$ cat src/rtl/qmm_pkg.sv
// Shared constants, types and the square-root step for the quad motor mixer.
package qmm_pkg;

  localparam int unsigned CFG_IDX_W = 8;

  localparam logic [CFG_IDX_W-1:0] CFG_RP_GAIN    = CFG_IDX_W'(0);
  localparam logic [CFG_IDX_W-1:0] CFG_YAW_GAIN   = CFG_IDX_W'(1);
  localparam logic [CFG_IDX_W-1:0] CFG_DUTY_SCALE = CFG_IDX_W'(2);
  localparam logic [CFG_IDX_W-1:0] CFG_DUTY_LIMIT = CFG_IDX_W'(3);

  localparam logic [31:0] RP_GAIN_RST    = 32'd712348;
  localparam logic [31:0] YAW_GAIN_RST   = 32'd1687334;
  localparam logic [31:0] DUTY_SCALE_RST = 32'd65536;
  localparam logic [15:0] DUTY_LIMIT_RST = 16'd62259;

  localparam int unsigned TERM_W   = 44;  // torque term, Q.26 after floor shift
  localparam int unsigned MIX_W    = 46;  // mixed motor thrust, Q.26
  localparam int unsigned NUM_MOT  = 4;

  localparam int unsigned SQ_STAGES = 8;  // two root bits per stage
  localparam int unsigned REM_W     = 18;

  typedef logic signed [MIX_W-1:0] mix_t;

  typedef struct packed {
    logic        sat;
    logic [31:0] rad;
  } rad_t;

  typedef struct packed {
    logic [REM_W-1:0] rem;
    logic [15:0]      root;
  } sq_t;

  // One digit of the restoring square root.
  function automatic sq_t sq_step(sq_t s, logic [1:0] d);
    logic [REM_W+1:0] acc;
    logic [REM_W+1:0] trial;
    sq_t              r;
    acc   = {s.rem, d};
    trial = {{(REM_W-16){1'b0}}, s.root, 2'b01};
    if (acc >= trial) begin
      r.rem  = REM_W'(acc - trial);
      r.root = {s.root[14:0], 1'b1};
    end else begin
      r.rem  = REM_W'(acc);
      r.root = {s.root[14:0], 1'b0};
    end
    return r;
  endfunction

endpackage

$ cat src/rtl/qmm_isqrt.sv
// Pipelined 32-bit integer square root, two root bits per stage.
module qmm_isqrt import qmm_pkg::*; (
  input  logic        clk_i,
  input  logic        rst_ni,
  input  logic        valid_i,
  input  rad_t        rad_i,
  output logic        valid_o,
  output logic        sat_o,
  output logic [15:0] root_o
);

  logic        v_q   [SQ_STAGES];
  logic        sat_q [SQ_STAGES];
  logic [31:0] x_q   [SQ_STAGES];
  sq_t         s_q   [SQ_STAGES];

  for (genvar g = 0; g < SQ_STAGES; g++) begin : g_stg
    logic        v_in;
    logic        sat_in;
    logic [31:0] x_in;
    sq_t         s_in;
    sq_t         s_mid;
    sq_t         s_out;

    if (g == 0) begin : g_first
      assign v_in   = valid_i;
      assign sat_in = rad_i.sat;
      assign x_in   = rad_i.rad;
      assign s_in   = '0;
    end else begin : g_next
      assign v_in   = v_q[g-1];
      assign sat_in = sat_q[g-1];
      assign x_in   = x_q[g-1];
      assign s_in   = s_q[g-1];
    end

    assign s_mid = sq_step(s_in, x_in[31:30]);
    assign s_out = sq_step(s_mid, x_in[29:28]);

    always_ff @(posedge clk_i) begin
      sat_q[g] <= sat_in;
      x_q[g]   <= {x_in[27:0], 4'd0};
      s_q[g]   <= s_out;
    end

    always_ff @(posedge clk_i or negedge rst_ni) begin
      if (!rst_ni) begin
        v_q[g] <= 1'b0;
      end else begin
        v_q[g] <= v_in;
      end
    end
  end

  assign valid_o = v_q[SQ_STAGES-1];
  assign sat_o   = sat_q[SQ_STAGES-1];
  assign root_o  = s_q[SQ_STAGES-1].root;

endmodule

$ cat config.mk
export PLATFORM = sky130hd
export DESIGN_NAME = qmm_isqrt
export DESIGN_NICKNAME = d
export VERILOG_FILES = /design/src/rtl/qmm_pkg.sv /design/src/rtl/qmm_isqrt.sv
export SDC_FILE = /design/constraint.sdc
export NUM_CORES = 1
export LEC_CHECK = 0
export ABC_CLOCK_PERIOD_IN_PS = 6230
export BUFFER_PORTS_ARGS = -buffer_cell sky130_fd_sc_hd__buf_2
export CORE_AREA = 2 2 195 197
export DETAILED_ROUTE_END_ITERATION = 8
export DIE_AREA = 0 0 197 199
export SETUP_SLACK_MARGIN = 0.3
export SYNTH_ARGS = -nofsm -noshare
export SYNTH_HDL_FRONTEND = slang
export SYNTH_SLANG_ARGS = --single-unit
$ cat constraint.sdc
create_clock -name clk_i -period 6.23 [get_ports clk_i]
set_input_delay 1.246 -clock clk_i [delete_from_list [all_inputs] [get_ports clk_i]]
set_output_delay 1.246 -clock clk_i [all_outputs]
set_load 0.005 [all_outputs]
==> impl_metrics.yaml <==
min_path:
  hold_path.startpoint: "x_q[1][23]$_DFF_P_"
  hp-class: "reg -> reg"
  hold_path_depth: 0
  min_to: "x_q[2][27]$_DFF_P_"
grt:
  antenna_found_initial: 0
  grtUsageMet3_pct: 3.476
  track_usage_pct: 20.19
  grt_use_met2_pct: 32.76
  grt_overflow: 0
  grt_pass1_wl_um: 63190
  grt_pass1_vias: 12360
  grt_max_degree: 23
  grt_use_met1_pct: 26.37
  top_usage_layer: "met2"
logic_synthesis:
  ys.flop_type: "dfxtp_1"
  netlist_instances: 1846
  yosysMostFrequentCell: "dfxtp_1"
  synth.yosys.seq_area_share_pct: 38.69
  ys_async_sr_fraction_pct: 2.516
  synthesis.area_sq_um: 16560
  synthTopCellsByCount: "dfxtp_1 (310), ha_1 (149), nor2_1 (149)"
  synth_top_area_share_pct: 37.48
  yosys_warnings: 0
  synth_edf_count: 0
  synth_area_per_cell_sq_um: 8.970
  synth_cell_type_count: 86
  ys_seq_elements: 318
  synth_top_area_cell: "dfxtp_1"
  ys_top_cells_by_area: "dfxtp_1 (37%), ha_1 (11%), xnor2_1 (5.0%)"
setup_path:
  setup.worst_path.start_class: "register"
  cp.buffers_inverters: 2
  crit_type: "reg -> reg"
  r2r_setup_slack_ps: 750
  crit_family: "simple AND/OR/NAND/NOR gates"
  slowest_stage: "or3_1"
  reg2reg_to: "s_q[0][133]$_DFF_P_"
  critPathMaxStageDelay_ps: 690
  end_kind: "register"
  reg2reg_from: "s_q[0][69]$_DFF_P_"
  reg2regPathDepth: 18
  path_max_fanout: 17
  cpMostUsedCell: "nor2_1"
  critical_path_required_ps: 6670
  cp.arrival_ps: 5920
  cp_cell_sequence: "inv_1 > ha_1 > and3_1 > a2111oi_4 > nand3_2 > clkinv_1 > nor2_1 > nor2_1 > ha_1 > a21o_1 > a21oi_1 > nor2_1 > a221o_1 > or4_1 > or3_1 > or4b_4 > o32ai_2 > xnor2_1"
timing:
  fin_skew_ps: 18.99
  finalCritPeriodShare_pct: 87.95
  tightest_slew_ps: 954.6
  finalSetupTns_ps: 0
  max-slew-margin-rel_pct: 35.77
  rsz0062_at_grt: "false"
  max_freq_ghz: 0.1825
  period_minus_slack_ps: 5479
  drv_slew: 0
  setup_viol: 0
  finalHoldViolations: 0
  timing.hold.ws_ps: 321.3
  setup_slack_ps: 750.7
clocking:
  numClockSinks: 318
  cts-root-buf: "clkbuf_16"
  clk_pin_slew_ps: 60
  cts_hold_buffers: 0
  cts.htree.levels: 2
  cts_tree: "yes"
  clockBufferDepth: 3
  numCtsBuffers: 35
  clk_latency_ps: 560
detailed_routing:
  wl_per_cell_um: 16.35
  firstDrtPassIters: 5
  drt_iter0_drc: 833
  drt-total-wl_um: 39520
  antenna_left: 0
  vias: 13260
  drc_errors: 0
  viasPerCell: 5.487
finish:
  diodes: 0
  nets: 2103
  synthToLayoutAreaGrowth_pct: 11.80
  drive_above_1_share_pct: 9.161
flow_run:
  drv.max_cap_violation_count: 0
placed_design:
  pre_cts_ws_ps: 527.1
  gp_congestion: 0.8766
  port-buffer-count: 53
  hpwl_um: 31070
floorplan:
  die_y_um: 199
  io_pins: 54
  coreArea_sq_um: 37130
  rows: 71
  initial_core_util_pct: 44.59
  dieArea_sq_um: 39200
  fp.dieW_um: 197
pwr:
  ir_drop_mv: 0.2466
  cellLeakagePower_nw: 8.542
  p_per_area_nw_per_um2: 404.0
  finalPower_mw: 7.479
run_status:
  status: "completed"
## power breakdown
part           internal, mW  total [mW]  leakage, nW  switching (mW)
clock                  1.17        2.01        0.540           0.841
combinational          1.21        2.73         5.31            1.52
sequential             2.41        2.74         2.69           0.325
## registers in the layout, summed over array words and instances (netlist names)
signal	count
s_q	190
g_stg.v_in	7
x_q	112
valid_o	1
sat_q	8
## worst register-to-register path, stage by stage, from the launching register on
cell	delay [ps]
dfxtp_1	330
inv_1	80
ha_1	370
and3_1	280
a2111oi_4	490
nand3_2	370
clkinv_1	300
nor2_1	80
nor2_1	150
ha_1	310
a21o_1	200
a21oi_1	290
nor2_1	90
a221o_1	310
or4_1	460
or3_1	690
or4b_4	350
o32ai_2	80
xnor2_1	150
## metrics by stage
stage	util (%)	std cells	cell area, sq um
6_report	49.86	2417	18510
2_1_floorplan	-	1847	16560
5_1_grt	49.86	2417	18510
4_1_cts	49.79	2415	18490
3_5_place_dp	46.75	2353	17360
3_3_place_gp	46.75	2353	17360
## worst max-delay path by stage
stage / from / end / slack (ps) / cells after the start
6_report: s_q[0][69]$_DFF_P_ / s_q[0][133]$_DFF_P_ / 750 / 18
5_1_grt: s_q[0][132]$_DFF_P_ / s_q[1][33]$_DFF_P_ / 380 / 18
4_1_cts: s_q[0][69]$_DFF_P_ / s_q[0][133]$_DFF_P_ / 510 / 18
3_5_place_dp: s_q[0][69]$_DFF_P_ / s_q[0][133]$_DFF_P_ / 530 / 18
3_3_place_gp: s_q[0][73]$_DFF_P_ / s_q[0][133]$_DFF_P_ / 640 / 18
2_1_floorplan: s_q[1][41]$_DFF_P_ / s_q[1][96]$_DFF_P_ / 760 / 23
## layout make-up
class / instances / area (sq um)
flip-flops and latches: 318 / 6406
multi-input cells: 1364 / 9522
well taps: 474 / 593.1
repair buffers: 66 / 362.8
inverters: 133 / 499.2
clock buffers: 48 / 954.7
fillers: 3550 / 18620
clock inverters: 14 / 175.2
## what timing repair did
item | in CTS | in global routing
buffers inserted | 0 | 2
setup endpoints to repair | 0 | 18
resized for setup | 0 | 3
## placed cells by master, fill, tap and decap left out, types with 18 or more instances in the layout
master and n:
a21o_1 39, a21oi_1 123, and3_1 18, buf_2 53, clkbuf_16 35, dfxtp_1 310
ha_1 149, inv_1 128, mux2_2 23, nand2_1 124, nand2b_1 18, nand3_1 39
nand4_1 22, nor2_1 149, nor2b_1 19, nor3_1 57, nor4_1 24, o21a_1 32
o21ai_0 92, o21bai_1 19, or3_1 22, xnor2_1 94, xor2_1 55
## logic make-up after synthesis
kind of cell | Yosys count | share of synthesized area [%]
compound gates | 460 | 18.66
fa+ha+maj | 149 | 11.26
flops | 318 | 38.69
mux | 34 | 2.229
buf+inv | 165 | 3.876
xor+xnor | 149 | 7.881
other cells | 1 | 0.02265
simple gates | 570 | 17.38
## metal layers
metal / up-vias / part of all wire, %
li1: 6768 / -
met1: 6130 / 46
met2: 277 / 45
met3: 88 / 4.5
met4: 0 / 4.1
met5: - / 0
(Power assumes the default switching activity.)
