## src/rtl/qmm_pkg.sv

```systemverilog
// Shared constants, types and the square-root step for the quad motor mixer.
package qmm_pkg;

  localparam int unsigned CFG_IDX_W = 8;

  localparam logic [CFG_IDX_W-1:0] CFG_RP_GAIN    = CFG_IDX_W'(0);
  localparam logic [CFG_IDX_W-1:0] CFG_YAW_GAIN   = CFG_IDX_W'(1);
  localparam logic [CFG_IDX_W-1:0] CFG_DUTY_SCALE = CFG_IDX_W'(2);
  localparam logic [CFG_IDX_W-1:0] CFG_DUTY_LIMIT = CFG_IDX_W'(3);

  localparam logic [31:0] RP_GAIN_RST    = 32'd712348;
  localparam logic [31:0] YAW_GAIN_RST   = 32'd1687334;
  localparam logic [31:0] DUTY_SCALE_RST = 32'd65536;
  localparam logic [15:0] DUTY_LIMIT_RST = 16'd62259;

  localparam int unsigned TERM_W   = 44;  // torque term, Q.26 after floor shift
  localparam int unsigned MIX_W    = 46;  // mixed motor thrust, Q.26
  localparam int unsigned NUM_MOT  = 4;

  localparam int unsigned SQ_STAGES = 8;  // two root bits per stage
  localparam int unsigned REM_W     = 18;

  typedef logic signed [MIX_W-1:0] mix_t;

  typedef struct packed {
    logic        sat;
    logic [31:0] rad;
  } rad_t;

  typedef struct packed {
    logic [REM_W-1:0] rem;
    logic [15:0]      root;
  } sq_t;

  // One digit of the restoring square root.
  function automatic sq_t sq_step(sq_t s, logic [1:0] d);
    logic [REM_W+1:0] acc;
    logic [REM_W+1:0] trial;
    sq_t              r;
    acc   = {s.rem, d};
    trial = {{(REM_W-16){1'b0}}, s.root, 2'b01};
    if (acc >= trial) begin
      r.rem  = REM_W'(acc - trial);
      r.root = {s.root[14:0], 1'b1};
    end else begin
      r.rem  = REM_W'(acc);
      r.root = {s.root[14:0], 1'b0};
    end
    return r;
  endfunction

endpackage

```

## src/rtl/qmm_ratio.sv

```systemverilog
// Thrust clamp and thrust-times-scale ratio with saturation, three stages.
module qmm_ratio import qmm_pkg::*; (
  input  logic        clk_i,
  input  logic        rst_ni,
  input  logic        valid_i,
  input  mix_t        mix_i,
  input  logic [31:0] scale_i,
  output logic        valid_o,
  output rad_t        rad_o
);

  logic        pos;
  logic [41:0] th;
  logic [52:0] lo_d;
  logic [52:0] hi_d;
  logic [73:0] full;
  rad_t        rad_d;

  logic        v3_q, v4_q, v5_q;
  logic [52:0] lo3_q, lo4_q, hi4_q;
  logic [20:0] thi3_q;
  logic        big3_q, big4_q;
  rad_t        rad_q;

  assign pos  = !mix_i[MIX_W-1];
  assign th   = pos ? mix_i[41:0] : 42'd0;
  assign lo_d = th[20:0] * scale_i;

  always_ff @(posedge clk_i) begin
    lo3_q  <= lo_d;
    thi3_q <= th[41:21];
    big3_q <= pos && (mix_i[MIX_W-2:42] != '0);
  end

  assign hi_d = thi3_q * scale_i;

  always_ff @(posedge clk_i) begin
    lo4_q  <= lo3_q;
    hi4_q  <= hi_d;
    big4_q <= big3_q;
  end

  assign full      = {hi4_q, 21'd0} + {21'd0, lo4_q};
  assign rad_d.sat = (big4_q && (scale_i != '0)) || (full[73:42] != '0);
  assign rad_d.rad = full[41:10];

  always_ff @(posedge clk_i) begin
    rad_q <= rad_d;
  end

  always_ff @(posedge clk_i or negedge rst_ni) begin
    if (!rst_ni) begin
      v3_q <= 1'b0;
      v4_q <= 1'b0;
      v5_q <= 1'b0;
    end else begin
      v3_q <= valid_i;
      v4_q <= v3_q;
      v5_q <= v4_q;
    end
  end

  assign valid_o = v5_q;
  assign rad_o   = rad_q;

endmodule

```

## config.mk

```make
export PLATFORM = sky130hd
export DESIGN_NAME = qmm_ratio
export DESIGN_NICKNAME = d
export VERILOG_FILES = /design/src/rtl/qmm_pkg.sv /design/src/rtl/qmm_ratio.sv
export SDC_FILE = /design/constraint.sdc
export NUM_CORES = 2
export LEC_CHECK = 0
export BUFFER_PORTS_ARGS = -buffer_cell sky130_fd_sc_hd__buf_4
export CAP_MARGIN = 20
export CORE_MARGIN = 2
export CORE_UTILIZATION = 50
export DETAILED_ROUTE_END_ITERATION = 10
export PLACE_DENSITY_LB_ADDON = 0.2
export SKIP_CTS_REPAIR_TIMING = 1
export SYNTH_ARGS = -nofsm -noshare
export SYNTH_HDL_FRONTEND = slang
export SYNTH_SLANG_ARGS = --single-unit
export TNS_END_PERCENT = 30
```

## constraint.sdc

```tcl
create_clock -name clk_i -period 9.5 [get_ports clk_i]
set_input_delay 0.475 -clock clk_i [delete_from_list [all_inputs] [get_ports clk_i]]
set_output_delay 0.475 -clock clk_i [all_outputs]
set_load 0.01 [all_outputs]
```

==> qor.yml <==
status:
  status: "finished, final reports clean"
sta:
  rsz0062_at_grt: "false"
  setup_viol_count_final: 0
  relSlewSlack_pct: 22.05
  whs_ns: 0.08094
  tns_ns: 0
  timing.fmax_ghz: 0.1229
  hold_viol: 0
  clock_skew_ns: 0.03398
  slew_viol_final: 0
  min_period_over_period_pct: 85.63
  min_period_ns: 8.135
  tightest_slew_ns: 1.168
synthesis:
  syn_nets: 7012
  seq_area_frac_synth_pct: 8.113
  netlist_instances: 5442
  synth_cell_types: 68
  synth_edf_count: 0
  async_flop_share_pct: 1.515
  synthFlopType: "dfxtp_1"
  synth_area_um2: 49040
  ys_warn_count: 0
  syn_area_per_cell_um2: 9.012
  ys_ff_latch: 198
critical_path:
  startpoint_type: "input port"
  r2r_slack_ns: 1.41
  worstPathArrival_ns: 8.52
  crit_path_end_kind: "flop"
  path_class: "in -> reg"
  crit_fanout: 32
  reg2reg_from: "thi3_q[6]"
  rr_endpoint: "hi4_q[52]"
  critical_path_required_ns: 9.89
  reg2reg_depth: 25
floorplan:
  rows: 114
  die_width_um: 317.2
  start_util_pct: 50.56
  die_area_um2: 100600
  dieHeight_um: 317.2
  core_area_um2: 96990
  ios: 115
flow_run:
  drv_cap: 0
finish:
  final_cell_mix: "1234 x inv_1, 1134 x fa_1, 771 x nand2_1"
  diodes: 0
  fillers: 9138
  fin_nets: 6910
  finalNonFillerCells: 6629
  drive_gt1_share_pct: 4.652
  mostFrequentLayoutCell: "inv_1"
  syn2layout_area_growth_pct: 4.919
drt:
  num_vias: 35660
  ant_nets: 0
  dr.pass1.iters: 5
  drc: 0
  routedWlPerCell_um: 20.08
  wirelength_mm: 133.1
  routed_via_density: 5.380
  drtIter0Drc: 2021
hold_path:
  worst_hold_path_type: "in -> reg"
  worstHoldStart: "valid_i"
  worstHoldEndpoint: "v3_q"
  hold_depth: 1
placed_design:
  place_inst: 6596
  portBuffers: 114
  gp_congestion: 0.9058
  post-dp-hpwl_mm: 102.3
clock_tree:
  cts_tree: "built"
  cts_buffers: 17
  clkSlewWorstSetupHoldPaths_ns: 0.08
  cts-root-buf: "clkbuf_16"
  cts.sinks: 198
  clock_latency_ns: 0.52
  htreeDepth: 4
  cts.path.max_buffers: 2
global_routing:
  grt_pass1_wl_mm: 217.6
  grt.overflow.total: 0
  antenna_found_initial: 2
  grt_pass1_vias: 39110
  grt_usage_pct: 28.22
  grt_max_degree: 44
power:
  pwr_density_cell_nw_per_um2: 343.5
  ir_drop_uv: 447.4
  p_leak_nw: 26.02
power by group:
| part | internal [mW] | total, mW | switching [mW] |
|---|---|---|---|
| clock | 0.357 | 0.748 | 0.391 |
| combinational | 6.22 | 15.2 | 8.97 |
| sequential | 1.42 | 1.73 | 0.315 |
| total | 7.99 | 17.7 | 9.68 |
routing by layer:
| layer | part of all wire (%) | vias up | GRT usage, % |
|---|---|---|---|
| li1 | - | 15780 | - |
| met1 | 42 | 18570 | 37.50 |
| met2 | 49 | 1108 | 48.12 |
| met3 | 6.1 | 203 | 3.704 |
| met4 | 3.3 | 4 | 8.888 |
| met5 | 0.020 | - | 0 |
worst max-delay path by stage:
stage	to	slack, ns	startpoint	cells after the start
final	lo3_q[49]	1.36	mix_i[45]	27
after global routing	lo3_q[49]	0.93	mix_i[45]	27
after CTS	lo3_q[49]	1.48	mix_i[45]	27
after detailed placement	lo3_q[49]	0.95	mix_i[45]	27
after global placement	lo3_q[49]	1.13	mix_i[45]	27
after floorplan	lo3_q[49]	2.26	mix_i[45]	27
flip-flops by register name (all words and copies together) (netlist names):
name,count
valid_o,1
rad_o,33
big4_q,1
big3_q,1
lo4_q,43
thi3_q,21
lo3_q,43
hi4_q,53
v4_q,1
v3_q,1
final cells by class:
| cell class | count | area [um^2] | area share [%] |
|---|---|---|---|
| multi-input cells | 3723 | 39420 | 76.61 |
| repair buffers | 166 | 1249 | 2.427 |
| well taps | 1276 | 1597 | 3.103 |
| clock buffers | 19 | 452.9 | 0.8803 |
| flip-flops and latches | 198 | 3990 | 7.755 |
| inverters | 1234 | 4632 | 9.002 |
| clock inverters | 13 | 115.1 | 0.2237 |
worst max-delay path, cell delays in order:
cell and delay, ns:
buf_4 0.20, buf_4 0.30, nor2b_2 0.50, buf_4 0.38, nand2_1 0.14, fa_1 0.55, fa_1 0.53, fa_1 0.51
inv_1 0.05, fa_1 0.55, fa_1 0.44, fa_1 0.50, inv_1 0.05, fa_1 0.47, inv_1 0.04, ha_1 0.38
nand3_1 0.20, nor4_1 0.43, inv_1 0.11, nor3_1 0.24, o31a_1 0.35, o21ai_2 0.14, o21ai_1 0.32, a21o_1 0.19
and2_1 0.20, o22ai_1 0.11, xnor2_1 0.13
metrics by stage:
| step | cell area (um^2) | power (mW) | utilization [%] | worst slack [ns] |
|---|---|---|---|---|
| 2_1_floorplan | 49040 | 12.60 | - | 2.259 |
| 3_3_place_gp | 50880 | 16.64 | 52.45 | 1.130 |
| 3_5_place_dp | 50880 | 16.70 | 52.45 | 0.9517 |
| 4_1_cts | 51440 | 17.62 | 53.04 | 1.482 |
| 5_1_grt | 51450 | 19.65 | 53.05 | 0.9292 |
| 6_report | 51450 | 17.67 | 53.05 | 1.365 |
kinds of logic after synthesis:
group / synth area share, %
compound gates: 5.281
xor+xnor: 1.929
fa+ha+maj: 55.35
buf+inv: 11.65
flops: 8.113
mux: 0.08165
simple gates: 17.60
cells in the mapped netlist (8+ instances only):
cell type | number | area share [%]
and2_1 | 637 | 8.1
inv_1 | 1234 | 9.4
nor4_1 | 14 | 0.18
o21ai_1 | 9 | 0.092
and4_1 | 8 | 0.14
fa_1 | 1134 | 46
xnor2_1 | 71 | 1.3
nor2_1 | 90 | 0.69
or2_2 | 8 | 0.10
and3_1 | 18 | 0.23
dfxtp_1 | 195 | 8.0
o21ai_0 | 65 | 0.66
a31oi_1 | 10 | 0.13
ha_1 | 355 | 9.1
a21o_1 | 66 | 1.0
a211oi_1 | 11 | 0.17
nand2_1 | 771 | 5.9
nand3_1 | 33 | 0.34
xor2_1 | 37 | 0.66
nor2b_1 | 54 | 0.69
clkbuf_1 | 285 | 2.2
nand2b_1 | 12 | 0.15
o21bai_1 | 12 | 0.18
o21a_1 | 29 | 0.44
a21oi_1 | 110 | 1.1
nor3_1 | 39 | 0.40
nand4_1 | 30 | 0.38
Power figures use the tool's default switching activity.
